==> src/hdl/hcbd_pkg.sv <==
`default_nettype none
// ----------------------------------------------------------------------------
// hcbd_pkg: shared types and constants of the chunked body decoder
// Phase codes, status codes, line delimiters and the hex digit decoder.
// ----------------------------------------------------------------------------
package hcbd_pkg;

    localparam int unsigned ACC_W    = 33;
    localparam int unsigned COUNT_W  = 32;
    localparam int unsigned BYTE_W   = 8;
    localparam int unsigned STATUS_W = 2;

    localparam logic [BYTE_W-1:0]  CHAR_CR = 8'h0D;
    localparam logic [BYTE_W-1:0]  CHAR_LF = 8'h0A;

    localparam logic [COUNT_W-1:0] MAX_BODY_RESET = 32'd1048576;
    localparam logic [ACC_W-1:0]   ACC_SAT        = {ACC_W{1'b1}};

    // decode_status codes
    localparam logic [STATUS_W-1:0] ST_BUSY  = 2'd0;
    localparam logic [STATUS_W-1:0] ST_OK    = 2'd1;
    localparam logic [STATUS_W-1:0] ST_BIG   = 2'd2;
    localparam logic [STATUS_W-1:0] ST_TRUNC = 2'd3;

    typedef enum logic [6:0] {
        PH_DIGITS     = 7'b0000001,
        PH_REST       = 7'b0000010,
        PH_DATA       = 7'b0000100,
        PH_SKIP       = 7'b0001000,
        PH_DONE_OK    = 7'b0010000,
        PH_DONE_BIG   = 7'b0100000,
        PH_DONE_TRUNC = 7'b1000000
    } phase_t;

    // {is_digit, value}
    typedef struct packed {
        logic       is_digit;
        logic [3:0] value;
    } hex_digit_t;

    function automatic hex_digit_t hex_decode(input logic [BYTE_W-1:0] c);
        hex_digit_t h;
        logic [BYTE_W-1:0] t;
        h = '0;
        t = '0;
        if (c inside {[8'h30:8'h39]})
        begin
            t = c - 8'h30;
            h.is_digit = 1'b1;
            h.value    = t[3:0];
        end
        else if (c inside {[8'h61:8'h66]})
        begin
            t = c - 8'h57;
            h.is_digit = 1'b1;
            h.value    = t[3:0];
        end
        else if (c inside {[8'h41:8'h46]})
        begin
            t = c - 8'h37;
            h.is_digit = 1'b1;
            h.value    = t[3:0];
        end
        return h;
    endfunction

endpackage
`default_nettype wire

==> src/hdl/http_chunked_body_decoder.sv <==
`default_nettype none
// ----------------------------------------------------------------------------
// http_chunked_body_decoder: HTTP/1.1 chunked transfer body decoder
// Strips chunk size lines and the line end after each chunk's data, passes payload bytes through.
// ----------------------------------------------------------------------------
// Usage:
//   s_axis carries one received body byte per transaction in tdata; a
//   transaction with tlast high marks end of connection and its tdata is
//   ignored. Every input transaction yields exactly one m_axis transaction:
//   tdata is the payload byte (zero when not payload), tuser[0] flags a
//   payload byte, tuser[2:1] is the decode status (busy, complete, too
//   large, truncated) and tlast is high on the first terminal status only.
//   cfg carries max_body_bytes; it is always ready and is to be written only
//   while the decoder is idle. A new limit is used at the next size line end.
//   The output register holds each result in the cycle after its input. One byte
//   per cycle while m_axis_tready is high: the whole state update is combinational
//   between the decoder state registers and the output register.
//   While the receiver stalls with a result held, s_axis_tready follows
//   m_axis_tready, so the result register drains and refills in the same cycle.
//   Reset clears the state to the start of a body and the limit to 1 MiB;
//   once a terminal status is reached only reset starts a new body.
// ----------------------------------------------------------------------------
module http_chunked_body_decoder
(
    input  wire logic                          clk,
    input  wire logic                          rst_n,
    // configuration
    input  wire logic                          cfg_valid,
    output logic                               cfg_ready,
    input  wire logic [hcbd_pkg::COUNT_W-1:0]  cfg_data,      // max_body_bytes
    // input stream
    input  wire logic                          s_axis_tvalid,
    output logic                               s_axis_tready,
    input  wire logic [7:0]                    s_axis_tdata,  // [7:0] data_byte
    input  wire logic                          s_axis_tlast,  // end_of_input
    // output stream
    output logic                               m_axis_tvalid,
    input  wire logic                          m_axis_tready,
    output logic [7:0]                         m_axis_tdata,  // [7:0] body_byte
    output logic [2:0]                         m_axis_tuser,  // [0] body_valid,
                                                              // [2:1] decode_status
    output logic                               m_axis_tlast   // final_flag
);
    import hcbd_pkg::*;

    logic [COUNT_W-1:0] max_reg;
    phase_t             phase_reg,  phase_next;
    logic [ACC_W-1:0]   acc_reg,    acc_next;
    logic [COUNT_W-1:0] remain_reg, remain_next;
    logic [COUNT_W-1:0] rcvd_reg,   rcvd_next;
    logic [1:0]         skip_reg,   skip_next;
    logic               cr_reg,     cr_next;

    logic               out_valid_reg, out_valid_next;
    logic [BYTE_W-1:0]  out_byte_reg,  out_byte_next;
    logic               out_pay_reg,   out_pay_next;
    logic [STATUS_W-1:0] out_status_reg, out_status_next;
    logic               out_final_reg, out_final_next;

    logic               accept;
    hex_digit_t         hex;
    logic [ACC_W:0]     total;
    logic               too_big;
    logic [COUNT_W-1:0] remain_dec;

    assign cfg_ready     = 1'b1;
    assign s_axis_tready = !out_valid_reg || m_axis_tready;
    assign accept        = s_axis_tvalid && s_axis_tready;

    assign hex        = hex_decode(s_axis_tdata);
    assign total      = {2'b00, rcvd_reg} + {1'b0, acc_reg};
    assign too_big    = total > {2'b00, max_reg};
    assign remain_dec = remain_reg - 1'b1;

    always_comb
    begin
        phase_next      = phase_reg;
        acc_next        = acc_reg;
        remain_next     = remain_reg;
        rcvd_next       = rcvd_reg;
        skip_next       = skip_reg;
        cr_next         = cr_reg;
        out_byte_next   = '0;
        out_pay_next    = 1'b0;
        out_status_next = ST_BUSY;
        out_final_next  = 1'b0;

        case (phase_reg)
            PH_DONE_OK:
            begin
                out_status_next = ST_OK;
            end
            PH_DONE_BIG:
            begin
                out_status_next = ST_BIG;
            end
            PH_DIGITS, PH_REST, PH_DATA, PH_SKIP:
            begin
                if (s_axis_tlast)
                begin
                    phase_next      = PH_DONE_TRUNC;
                    out_status_next = ST_TRUNC;
                    out_final_next  = 1'b1;
                end
                else
                begin
                    case (phase_reg)
                        PH_DIGITS:
                        begin
                            if (hex.is_digit)
                            begin
                                // saturate once the next shift would overflow
                                if (acc_reg[ACC_W-1:ACC_W-4] != 4'd0)
                                    acc_next = ACC_SAT;
                                else
                                    acc_next = {acc_reg[ACC_W-5:0], hex.value};
                            end
                            else
                            begin
                                cr_next    = (s_axis_tdata == CHAR_CR);
                                phase_next = PH_REST;
                            end
                        end
                        PH_REST:
                        begin
                            if (s_axis_tdata == CHAR_LF && cr_reg)
                            begin
                                cr_next = 1'b0;
                                if (acc_reg == '0)
                                begin
                                    phase_next      = PH_DONE_OK;
                                    out_status_next = ST_OK;
                                    out_final_next  = 1'b1;
                                end
                                else if (too_big)
                                begin
                                    phase_next      = PH_DONE_BIG;
                                    out_status_next = ST_BIG;
                                    out_final_next  = 1'b1;
                                end
                                else
                                begin
                                    remain_next = acc_reg[COUNT_W-1:0];
                                    acc_next    = '0;
                                    phase_next  = PH_DATA;
                                end
                            end
                            else
                            begin
                                cr_next = (s_axis_tdata == CHAR_CR);
                            end
                        end
                        PH_DATA:
                        begin
                            out_byte_next = s_axis_tdata;
                            out_pay_next  = 1'b1;
                            rcvd_next     = rcvd_reg + 1'b1;
                            remain_next   = remain_dec;
                            if (remain_dec == '0)
                            begin
                                phase_next = PH_SKIP;
                                skip_next  = 2'd2;
                            end
                        end
                        PH_SKIP:
                        begin
                            skip_next = skip_reg - 1'b1;
                            if (skip_reg == 2'd1)
                            begin
                                phase_next = PH_DIGITS;
                                acc_next   = '0;
                                cr_next    = 1'b0;
                            end
                        end
                        default:
                        begin
                            phase_next = phase_reg;
                        end
                    endcase
                end
            end
            default:
            begin
                out_status_next = ST_TRUNC;
            end
        endcase
    end

    always_comb
    begin
        if (accept)
            out_valid_next = 1'b1;
        else if (m_axis_tready)
            out_valid_next = 1'b0;
        else
            out_valid_next = out_valid_reg;
    end

    always_ff @(posedge clk or negedge rst_n)
    begin
        if (!rst_n)
        begin
            max_reg       <= MAX_BODY_RESET;
            phase_reg     <= PH_DIGITS;
            acc_reg       <= '0;
            remain_reg    <= '0;
            rcvd_reg      <= '0;
            skip_reg      <= '0;
            cr_reg        <= 1'b0;
            out_valid_reg <= 1'b0;
        end
        else
        begin
            out_valid_reg <= out_valid_next;
            if (cfg_valid && cfg_ready)
                max_reg <= cfg_data;
            if (accept)
            begin
                phase_reg  <= phase_next;
                acc_reg    <= acc_next;
                remain_reg <= remain_next;
                rcvd_reg   <= rcvd_next;
                skip_reg   <= skip_next;
                cr_reg     <= cr_next;
            end
        end
    end

    // result payload: load on each accepted transaction
    always_ff @(posedge clk)
    begin
        if (accept)
        begin
            out_byte_reg   <= out_byte_next;
            out_pay_reg    <= out_pay_next;
            out_status_reg <= out_status_next;
            out_final_reg  <= out_final_next;
        end
    end

    assign m_axis_tvalid = out_valid_reg;
    assign m_axis_tdata  = out_byte_reg;
    assign m_axis_tuser  = {out_status_reg, out_pay_reg};
    assign m_axis_tlast  = out_final_reg;

endmodule
`default_nettype wire

==> config.mk <==
export PLATFORM = sky130hd
export DESIGN_NAME = http_chunked_body_decoder
export DESIGN_NICKNAME = d
export VERILOG_FILES = /design/src/hdl/hcbd_pkg.sv /design/src/hdl/http_chunked_body_decoder.sv
export SDC_FILE = /design/constraint.sdc
export NUM_CORES = 1
export LEC_CHECK = 0
export ABC_AREA = 1
export BUFFER_PORTS_ARGS = -buffer_cell sky130_fd_sc_hd__buf_2
export CAP_MARGIN = 30
export CORE_ASPECT_RATIO = 1.25
export CORE_MARGIN = 5
export CORE_UTILIZATION = 57
export CTS_CLUSTER_DIAMETER = 150
export DETAILED_ROUTE_END_ITERATION = 8
export HOLD_SLACK_MARGIN = 0.03
export PLACE_DENSITY = 0.78
export SLEW_MARGIN = 20
export SYNTH_ARGS = -nofsm -noshare
export SYNTH_HDL_FRONTEND = slang
export SYNTH_SLANG_ARGS = --single-unit
==> constraint.sdc <==
create_clock -name clk -period 3.4 [get_ports clk]
set_input_delay 0.68 -clock clk [delete_from_list [all_inputs] [get_ports clk]]
set_output_delay 0.68 -clock clk [all_outputs]
set_load 0.005 [all_outputs]
After elaboration in Yosys (flattened, before gate mapping):

Index checks and enable logic that the tools add are counted.

* flip-flop bits (word level): 152

* $add $sub $neg: 7
* order comparisons: 7
* equal/unequal tests: 20
* mux-type cells: 42
* bitwise operators: 3
* reductions and logical operators: 24

Operator list (number)
* $mux W33: 6
* $pmux W33 S3: 1
* $mux W32: 3
* $pmux W32 S2: 1
* $mux W7: 5
* $add A32 B33 Y34: 1
* $gt A34 B32 Y1: 1
* $logic_not A33 Y1: 1
* $add A32 B1 Y32 const B: 1
* $logic_not A32 Y1: 1
* $sub A32 B1 Y32 const B: 1
* $pmux W7 S4: 1
* $eq A8 B4 Y1 const B: 2
* $ge A8 B7 Y1 const B: 2
* $le A8 B7 Y1 const B: 2
* $mux W5: 3
* $ne A2 B2 Y1 const B: 7
* $reduce_and A7 Y1: 2
* $mux W2: 6
* $mux W6: 2
* $ne A3 B3 Y1 const B: 4
* $mux W1: 11
* $reduce_and A9 Y1: 1
* $ge A8 B6 Y1 const B: 1
* 28 further kinds: 37

Logic depth before layout (Yosys ltp):

Gate-level depths: netlist of run 1.

* depth after elaboration: 8
* mapped depth: 31
* gate-level depth less buffers: 30

Least setup slack after synthesis of run 1:

OpenSTA, ideal clock, no wires.

* path type: register to register
* start point: register rcvd_reg[4]
* end point: register remain_reg[15]
* setup time: 0.117 ns
* arrival: 3.545 ns
* required time: 3.283 ns
* path slack: -0.262 ns
* cell stages (with the launch flop): 31
* cells stage by stage: dfrtp_1 > ha_1 > nand2_1 > o21ai_0 > nor2_1 > o21bai_1 > a21oi_1 > o21ai_0 > nand2_1 > nand2_1 > nand2_1 > nand3_1 > nand2_1 > ha_1 > nand2_1 > nor2_1 > nand2_1 > nor2_1 > nand2_1 > nand3_1 > nand2_1 > nand2_1 > nand2_1 > nand2_1 > nand2_1 > nand2_2 > nand2_2 > buf_6 > buf_6 > nand4_1 > nand2_1

* longest elaborated chain between the ends: 4

Ends and longest elaborated chain
* start, declared: line http_chunked_body_decoder.sv:50 `logic [COUNT_W-1:0] rcvd_reg, rcvd_next;`
* start signal, assigned: line http_chunked_body_decoder.sv:222 `rcvd_reg <= rcvd_next;`
* $add A32 B33 Y34: line http_chunked_body_decoder.sv:71 `assign total = {2'b00, rcvd_reg} + {1'b0, acc_reg};`
* $gt A34 B32 Y1: line http_chunked_body_decoder.sv:72 `assign too_big = total > {2'b00, max_reg};`
* $ne A2 B2 Y1 (no line)
* $reduce_and A7 Y1 (no line)
* end signal, assigned: line http_chunked_body_decoder.sv:221 `remain_reg <= remain_next;`
* end, declared: line http_chunked_body_decoder.sv:49 `logic [COUNT_W-1:0] remain_reg, remain_next;`

Every way passes these cells.
A chain may end at the register's enable or synchronous reset.

Worst setup path after layout of run 1:

* start point: register acc_reg[14]
* end point: register acc_reg[4]

* longest elaborated chain between the ends: 4
* elaborated cells on any way between the ends: 6
* those cells by class: add/sub (1); order compare (1); eq/ne (2); reduce/logical (2)

Ends and longest elaborated chain
* start, declared: line http_chunked_body_decoder.sv:48 `logic [ACC_W-1:0] acc_reg, acc_next;`
* start signal, assigned: line http_chunked_body_decoder.sv:220 `acc_reg <= acc_next;`
* $add A32 B33 Y34: line http_chunked_body_decoder.sv:71
* $gt A34 B32 Y1: line http_chunked_body_decoder.sv:72
* $ne A2 B2 Y1 (no line)
* $reduce_and A9 Y1 (no line) (*)

Every way passes the cells marked *; elsewhere a longest branch is shown, timed or not.

==> flow_summary.ini, run 1 <==
[status]
violations = negative setup slack
outcome = finished, violations left

[setup_path]
path_max_fanout = 8
r2r_cells = 25
regToRegSetupSlack_ns = -0.54
cp.arrival_ns = 4.26
cp_num_buf_inv = 5
worstPathRequired_ns = 3.72
critical_path_class = reg2reg
cpMostUsedCell = nand2_1
crit_end = acc_reg[4]
r2r-end = acc_reg[4]
r2r_start = acc_reg[14]
timing.critical_path.from = acc_reg[14]
slowest_stage = dfrtp_1
crit_family = simple AND/OR/NAND/NOR gates
cp_slowest_stage_delay_ns = 0.42
cp_num_cells = 25
end_kind = flip-flop
startpoint_type = flip-flop

[placement]
io_buffers = 59
dp_cells = 1924
place_congestion = 0.961
hpwl_um = 22300
dp_slack_ns = -0.552

[yosys]
yosysTopAreaCell = dfrtp_1
synthArstFlopShare_pct = 92.1
yosys-top-cells-count = nand2_1, inv_1, nor2_1, dfrtp_1, nand4_1
synthDistinctLibCells = 47
synth-seq-cells = 152
syn_inst = 1529
synth_most_common_cell = nand2_1
synth_nets = 1648
synth.avg_cell_area_um2 = 7.17
netlist.area_leader.share_pct = 31.5
synth_area_um2 = 11000
synth_area_leaders = dfrtp_1, nand2_1, ha_1
ys.flop_type = dfrtp_1
synth_edf_count = 12
yosysSeqAreaShare_pct = 35.3
yosys_warnings = 0

[hold_path]
holdCritPathClass = in2async

[clock_tree]
clk_pin_slew_ns = 0.07
clk_root_buffer_cell = clkbuf_16
cts.sinks = 152
cts_tree = yes
cts_max_path_buffers = 2
insertion_delay_ns = 0.44
cts_buffers = 17
cts-htree-levels = 4

[timing]
setup_viol = 69
fin_crit_ns = 3.94
max-slew-margin-rel_pct = 45.9
finalHoldViolCount = 0
slew_violations = 0
post-route-period-util_pct = 116
skew_ns = 0.0138
tightest_slew_ns = 0.810
rsz0062_at_grt = yes
fin_ws_ns = -0.537
setup_tns_ns = -30.91
holdWs_ns = 0.211
fmax_mhz = 254

[global_routing]
grt_use_total_pct = 28.9
grt_overflow = 0
grt_max_degree = 64
grt_pass1_wl_um = 51900
grt_pass1_vias = 11000
antenna_found_initial = 0

[drt]
ant_nets = 0
vias = 11200
wirelength_um = 31900
wl_per_cell_um = 16.1
viasPerCell = 5.68
dr.pass1.iters = 5
drt_iter0_markers = 1005
drc_errors = 0

[cells_and_area]
regArea_um2 = 3870
finalNetCount = 1848
multi_input_area_um2 = 6610
nFillCells = 1341
synthToLayoutAreaGrowth_pct = 25.6
fin_cells = 1974
antenna_cells = 0
drive_gt1_share_pct = 22.4
largest_reg_flops = 33

[flow_run]
max_cap_violations = 0

[power_and_ir_drop]
leakage_nw = 7.48
powerDensity_nw_per_um2 = 300
sw_frac_of_total_pct = 24.3
combinationalPowerShare_pct = 6.3
irDropWorstVdd_v = 0.000380
power.switching_w = 0.00100
seq_power_share_pct = 45.7
power.internal_w = 0.00312
power_frac_clock_pct = 47.9

[die]
std_cell_rows = 56
dieArea_um2 = 22100
core-area_um2 = 18800
io_pins = 61
initial_utilization_pct = 58.1
die_height_um = 165
die_w_um = 134
## final cells by class
class                      instances  share of cell area (%)
clock buffer                      21                    3.42
clock inverter                    11                   0.991
inverter                         172                    4.69
multi-input combinational       1155                    48.1
sequential                       152                    28.1
tap                              232                    2.11
timing repair buffer             231                    12.6
## power by group through the flow
stage | sequential [W] | clock (W) | combinational (W)
global route | 0.00189 | 0.00207 | 0.000299
global placement | 0.00192 | 0 | 0.000237
floorplan | 0.00192 | 0 | 0.000122
finish | 0.00188 | 0.00198 | 0.000261
CTS | 0.00188 | 0.00198 | 0.000258
detailed placement | 0.00192 | 0 | 0.000248
## through the flow
stage | cell area, um^2 | power (W) | util [%]
after floorplan | 11100 | 0.00204 | -
after global placement | 12600 | 0.00215 | 66.8
after detailed placement | 12600 | 0.00217 | 66.8
after CTS | 13600 | 0.00412 | 72.0
after global routing | 13800 | 0.00426 | 73.0
final | 13800 | 0.00412 | 73.0
## timing repair
action	in CTS	in global routing
cloned	4	0
hold buffers	0	0
gates resized for setup	57	34
pin swaps	19	12
buffers inserted	13	2
endpoints found under the setup margin	69	69
## worst min-delay path by stage
stage | start | to | slack (ns) | cells after the start
final | rst_n | phase_reg[3] | 0.21 | 1
after global routing | rst_n | phase_reg[5] | 0.26 | 1
after CTS | rst_n | phase_reg[6] | 0.24 | 1
after detailed placement | rcvd_reg[31] | rcvd_reg[31] | 0.47 | 1
after global placement | skip_reg[1] | skip_reg[1] | 0.46 | 2
after floorplan | rst_n | acc_reg[0] | 0.38 | 0
## cells in the final DEF (no fill, tap or decap), types with 9 or more instances in the layout
master,instances
nand2_1,408
buf_4,162
inv_1,158
nor2_1,153
dfrtp_1,136
nand4_1,87
o21ai_0,79
ha_1,62
buf_2,58
a21oi_1,56
nand3_1,51
xor2_1,48
nand2_2,32
xnor2_1,23
clkbuf_16,17
nor2_2,16
nor3_1,16
a31oi_1,13
o21ai_1,12
inv_2,12
edfxtp_1,12
a21oi_2,11
nor4_1,9
## routing by layer
metal	up-vias	GRT usage [%]	share of wire, %
li1	5423	-	-
met4	0	13.6	5.0
met1	5253	34.6	40
met5	-	0	0
met2	428	51.6	50
met3	111	3.87	4.8
## cells by family (layout without fill, tap and decap cells)
family / after synthesis / in the layout / synth area share [%]
compound gates: 200 / 200 / 9.79
mux: 1 / 1 / 0.103
fa+ha+maj: 73 / 73 / 8.41
flops: 152 / 152 / 35.3
xor+xnor: 72 / 72 / 5.76
buf+inv: 222 / 435 / 8.35
simple gates: 808 / 808 / 32.3
other cells: 1 / 1 / 0.0342
(Power assumes the default switching activity.)
==> run 2: changes to the inputs <==
--- a/config.mk
+++ b/config.mk
@@ -10,11 +10,10 @@
 export CAP_MARGIN = 30
 export CORE_ASPECT_RATIO = 1.25
 export CORE_MARGIN = 5
-export CORE_UTILIZATION = 57
+export CORE_UTILIZATION = 35
 export CTS_CLUSTER_DIAMETER = 150
 export DETAILED_ROUTE_END_ITERATION = 8
 export HOLD_SLACK_MARGIN = 0.03
-export PLACE_DENSITY = 0.78
 export SLEW_MARGIN = 20
 export SYNTH_ARGS = -nofsm -noshare
 export SYNTH_HDL_FRONTEND = slang
==> constraint.sdc (replaced) <==
create_clock -name clk -period 3.4 [get_ports clk]
set_input_delay 0.17 -clock clk [delete_from_list [all_inputs] [get_ports clk]]
set_output_delay 0.17 -clock clk [all_outputs]
set_load 0.005 [all_outputs]
==> run 2 against run 1 <==
Against the previous run: the run still ends with negative setup slack left; non-clock buffer count increased by 58; setup slack got worse by 0.075 ns; final cell count increased by 12%; sequential power about the same; core utilization decreased by 26 points; wire length increased by 2.8%; combinational power increased by 9.6%; via count decreased by 0.86%.
==> flow_summary.ini, run 2 (synthesis gave the netlist of run 1 again) <==
[clock_tree]
insertion_delay_ns = 0.44
cts_max_path_buffers = 2
cts-htree-levels = 4
clk_root_buffer_cell = clkbuf_16
clk_pin_slew_ns = 0.07
cts_buffers = 17
cts.sinks = 152
cts_tree = yes

[setup_path]
cp_slowest_stage_delay_ns = 0.41
worstPathRequired_ns = 3.73
cp.arrival_ns = 4.34
cpMostUsedCell = nand2_1
end_kind = flip-flop
critical_path_class = reg2reg
slowest_stage = dfrtp_1
path_max_fanout = 8
startpoint_type = flip-flop

[global_routing]
grt_max_degree = 87
grt_pass1_wl_um = 53300
antenna_found_initial = 0
grt_pass1_vias = 11100
grt_use_total_pct = 18.3
grt_overflow = 0

[placement]
place_congestion = 0.910
io_buffers = 59
hpwl_um = 23300

[drt]
wl_met3_um = 1200
met1Wirelength_um = 13700
wl_per_cell_um = 14.8
dr.pass1.iters = 7
drt_iter0_markers = 550
wirelength_um = 32800
viasPerCell = 5.04
drc_errors = 0
ant_nets = 0
top_layer = met4
vias = 11100
dr_wl_met2_um = 16600

[power_and_ir_drop]
powerDensity_nw_per_um2 = 276
seq_power_share_pct = 46.4
combinationalPowerShare_pct = 7.1
power.internal_w = 0.00301
sw_frac_of_total_pct = 25.7
power_frac_clock_pct = 46.5
leakage_nw = 7.76
irDropWorstVdd_v = 0.000386
power.switching_w = 0.00104

[flow_run]
max_cap_violations = 0

[die]
die_w_um = 168
dieArea_um2 = 35000
io_pins = 61
die_height_um = 208
initial_utilization_pct = 35.5
std_cell_rows = 72
core-area_um2 = 30900

[cells_and_area]
final_cell_mix = nand2_1, buf_4, inv_1
finalNetCount = 1906
synthToLayoutAreaGrowth_pct = 33.9
drive_gt1_share_pct = 24.5
layout_commonest_cell = nand2_1
antenna_cells = 0
largest_reg_flops = 33
final_util_pct = 47.5

[timing]
fin_crit_ns = 4.01
post-route-period-util_pct = 118
slew_violations = 0
fin_ws_ns = -0.612
skew_ns = 0.0106
rsz0062_at_grt = yes
max-slew-margin-rel_pct = 45.3
tightest_slew_ns = 0.820
finalHoldViolCount = 0
holdWs_ns = 0.0721
setup_tns_ns = -38.39
fmax_mhz = 249
setup_viol = 69

[status]
outcome = finished, violations left
violations = negative setup slack

[hold_path]
holdCritPathClass = in2reg
## run 2: cell types whose count changed in the layout (fill, tap and decap cells not counted), sizes merged
cell and change:
dlygate4sd3 +34, clkinv +1, clkinvlp +3, buf +21, inv +1, bufbuf -1
bufinv -1
## run 2: what timing repair did
action                                  CTS  global route
endpoints found under the hold margin   116             0
pin swaps                                40            18
cloned                                    5             5
endpoints found under the setup margin   69            69
setup buffers                            19             6
hold buffers                             34             0
resized for setup                        58            79
## run 2: layer usage
metal / GRT usage, % / up-vias
li1: - / 5540
met4: 7.75 / 0
met2: 32.3 / 268
met3: 2.27 / 82
met1: 22.3 / 5229
met5: 0 / -
## run 2: area by class of cell
| class | count | area (um^2) |
|---|---|---|
| Clock inverter | 15 | 141 |
| Inverter | 172 | 646 |
| Clock buffer | 17 | 425 |
| Sequential cell | 152 | 3870 |
| Fill cell | 3013 | 16200 |
| Timing Repair Buffer | 289 | 2360 |
| Multi-Input combinational cell | 1155 | 6720 |
| Tap cell | 407 | 509 |
## run 2: through the flow
| stage | setup slack (ns) | cells | total power (W) | cell area, um^2 |
|---|---|---|---|---|
| floorplan | -0.0613 | 1529 | 0.00204 | 11100 |
| global placement | -0.563 | 2110 | 0.00216 | 12900 |
| detailed placement | -0.610 | 2110 | 0.00216 | 12900 |
| CTS | -0.555 | 2198 | 0.00409 | 14300 |
| global route | -0.835 | 2207 | 0.00423 | 14700 |
| finish | -0.612 | 2207 | 0.00406 | 14700 |
## run 2: worst paths after layout
kind                                       from         endpoint  slack [ns]  cells past startpoint
worst min-delay path            s_axis_tdata[7]  m_axis_tdata[7]        0.07                      3
worst max register to register      acc_reg[14]   remain_reg[29]       -0.61                     25
min in group asynchronous                 rst_n      rcvd_reg[0]        0.38                      2
max in group asynchronous                 rst_n     rcvd_reg[29]        2.20                      3
worst min register to register      skip_reg[1]      skip_reg[1]        0.48                      2
worst max-delay path                acc_reg[14]   remain_reg[29]       -0.61                     25
## run 2: power groups by stage
stage | sequential, W | clock [W] | combinational, W
after detailed placement | 0.00192 | 0 | 0.000246
after global placement | 0.00192 | 0 | 0.000240
after CTS | 0.00188 | 0.00192 | 0.000287
final | 0.00188 | 0.00189 | 0.000286
after floorplan | 0.00192 | 0 | 0.000122
after global routing | 0.00189 | 0.00201 | 0.000330
## run 2: worst max-delay path, delay by kind of cell, from the launching register on
kind / cells / cell delay, ns
compound gates: 5 / 0.85
xor+xnor: 1 / 0.16
fa+ha+maj: 2 / 0.65
buf+inv: 5 / 0.79
flops: 1 / 0.41
simple gates: 12 / 1.05
==> run 3: changes to the inputs <==
--- a/config.mk
+++ b/config.mk
@@ -11,6 +11,7 @@
 export CORE_ASPECT_RATIO = 1.25
 export CORE_MARGIN = 5
 export CORE_UTILIZATION = 35
+export CTS_BUF_LIST = sky130_fd_sc_hd__clkbuf_8
 export CTS_CLUSTER_DIAMETER = 150
 export DETAILED_ROUTE_END_ITERATION = 8
 export HOLD_SLACK_MARGIN = 0.03
==> run 3 against run 2 <==
Against the previous run: the run still ends with negative setup slack left; combinational power is 1% higher; sequential power hardly changed; first-iteration DRC count is 11% lower; final cell count is 0.27% lower; core utilization is 1.2 points lower; via count is 0.76% lower; register-to-register slack better by 0.04 ns; clock power is 26% lower; design area is 2.5% lower; non-clock buffer count is 6 lower; clock skew is 0.0061 ns higher; flip-flop and latch count stayed put.
==> flow_summary.ini, run 3 (synthesis gave the netlist of run 1 again) <==
[status]
outcome = finished, violations left
violations = negative setup slack

[setup_path]
path_max_fanout = 12
cp.arrival_ns = 4.39
r2r_cells = 26
r2r_start = acc_reg[13]
timing.critical_path.from = acc_reg[13]
worstPathRequired_ns = 3.81
critical_path_class = reg2reg
end_kind = flip-flop
startpoint_type = flip-flop

[timing]
finalHoldViolCount = 0
fin_crit_ns = 3.97
slew_violations = 0
fmax_mhz = 252
skew_ns = 0.0167
setup_tns_ns = -34.57
rsz0062_at_grt = yes
max-slew-margin-rel_pct = 45.2
holdWs_ns = 0.0529
tightest_slew_ns = 0.822
post-route-period-util_pct = 117
setup_viol = 69
fin_ws_ns = -0.574

[power_and_ir_drop]
irDropWorstVdd_v = 0.000262
leakage_nw = 7.61
powerDensity_nw_per_um2 = 249

[placement]
hpwl_um = 23300
dp_cells = 2110
place_congestion = 0.910
io_buffers = 59

[hold_path]
holdCritPathClass = in2reg
worstHoldStart = s_axis_tdata[6]
whs_path_depth = 3

[global_routing]
antenna_found_initial = 0
grt_pass1_wl_um = 53600
grt_overflow = 0
grt_use_total_pct = 18.4
grt_pass1_vias = 11100
grt_max_degree = 87

[die]
io_pins = 61
core-area_um2 = 30900
std_cell_rows = 72
dieArea_um2 = 35000
initial_utilization_pct = 35.5
die_w_um = 168
die_height_um = 208

[clock_tree]
cts-htree-levels = 4
cts.sinks = 152
clk_root_buffer_cell = clkbuf_8
cts_max_path_buffers = 2
clk_pin_slew_ns = 0.09
cts_tree = yes
cts_buffers = 17
insertion_delay_ns = 0.48

[cells_and_area]
final_cell_mix = nand2_1, buf_4, inv_1
final_util_pct = 46.3
drive_gt1_share_pct = 22.3
antenna_cells = 0
multi_input_area_um2 = 6600
synthToLayoutAreaGrowth_pct = 30.6
largest_reg_flops = 33
nFillCells = 3024
finalNetCount = 1900
regArea_um2 = 3870
layout_commonest_cell = nand2_1
fin_cells = 2201

[drt]
ant_nets = 0
wl_per_cell_um = 14.6
dr.pass1.iters = 5
drt_iter0_markers = 491
drc_errors = 0
wirelength_um = 32200
vias = 11000
viasPerCell = 5.01

[flow_run]
max_cap_violations = 0
[run 3: metal layers]
| layer | vias to the layer above | GRT usage [%] | share of wire (%) |
|---|---|---|---|
| li1 | 5536 | - | - |
| met1 | 5152 | 22.7 | 42 |
| met2 | 276 | 32.2 | 50 |
| met3 | 71 | 2.10 | 3.8 |
| met4 | 0 | 8.20 | 4.1 |
| met5 | - | 0 | 0 |
[run 3: power by group]
part / total, W / internal [W] / switching (W)
clock network: 0.00139 / 0.000591 / 0.000800
logic: 0.000290 / 0.000124 / 0.000167
registers: 0.00188 / 0.00187 / 0.0000123
total: 0.00356 / 0.00258 / 0.000979
[run 3: critical path: stages, from the launching register on]
cell and delay (ns):
dfrtp_1 0.45, ha_4 0.27, buf_4 0.15, nand2_1 0.09, o21a_1 0.16, o21ai_0 0.10, a211oi_1 0.23, o21ai_0 0.14
buf_4 0.17, nand2_1 0.06, nand3_1 0.08, xor2_1 0.16, buf_4 0.16, ha_1 0.28, nand2_1 0.05, inv_1 0.10
nand3_2 0.09, nor3_2 0.10, nand4_1 0.14, nand2_4 0.13, nand2_4 0.06, nand2_4 0.10, buf_8 0.16, buf_12 0.11
buf_16 0.13, nand4_1 0.13, nand2_1 0.11
[run 3: timing repair]
| action | CTS | global route |
|---|---|---|
| hold endpoints to repair | 118 | 0 |
| setup endpoints to repair | 69 | 69 |
| pin swaps | 20 | 24 |
| setup buffers | 14 | 5 |
| gates resized for setup | 52 | 34 |
| hold buffers | 36 | 0 |
| cloned | 8 | 0 |
[run 3: stage by stage]
| stage | total power, W | setup WS [ns] | instance area (um^2) |
|---|---|---|---|
| floorplan | 0.00204 | -0.0613 | 11100 |
| global placement | 0.00216 | -0.563 | 12900 |
| detailed placement | 0.00216 | -0.610 | 12900 |
| CTS | 0.00361 | -0.538 | 14100 |
| global route | 0.00374 | -0.808 | 14300 |
| finish | 0.00356 | -0.574 | 14300 |
[run 3: cell type report]
| type | instances | area share, % |
|---|---|---|
| well taps | 407 | 3.56 |
| inverters | 172 | 4.51 |
| clock inverters | 15 | 0.988 |
| flip-flops and latches | 152 | 27.0 |
| multi-input cells | 1155 | 46.1 |
| repair buffers | 283 | 16.1 |
| clock buffers | 17 | 1.64 |
[run 3: path summary, 6_finish.rpt]
path / endpoint / slack (ns)
worst max register to register: remain_reg[23] / -0.57
max in group asynchronous: rcvd_reg[29] / 2.25
worst max-delay path: remain_reg[23] / -0.57
worst min register to register: skip_reg[1] / 0.49
min in group asynchronous: rcvd_reg[0] / 0.34
worst min-delay path: m_axis_tdata[6] / 0.05
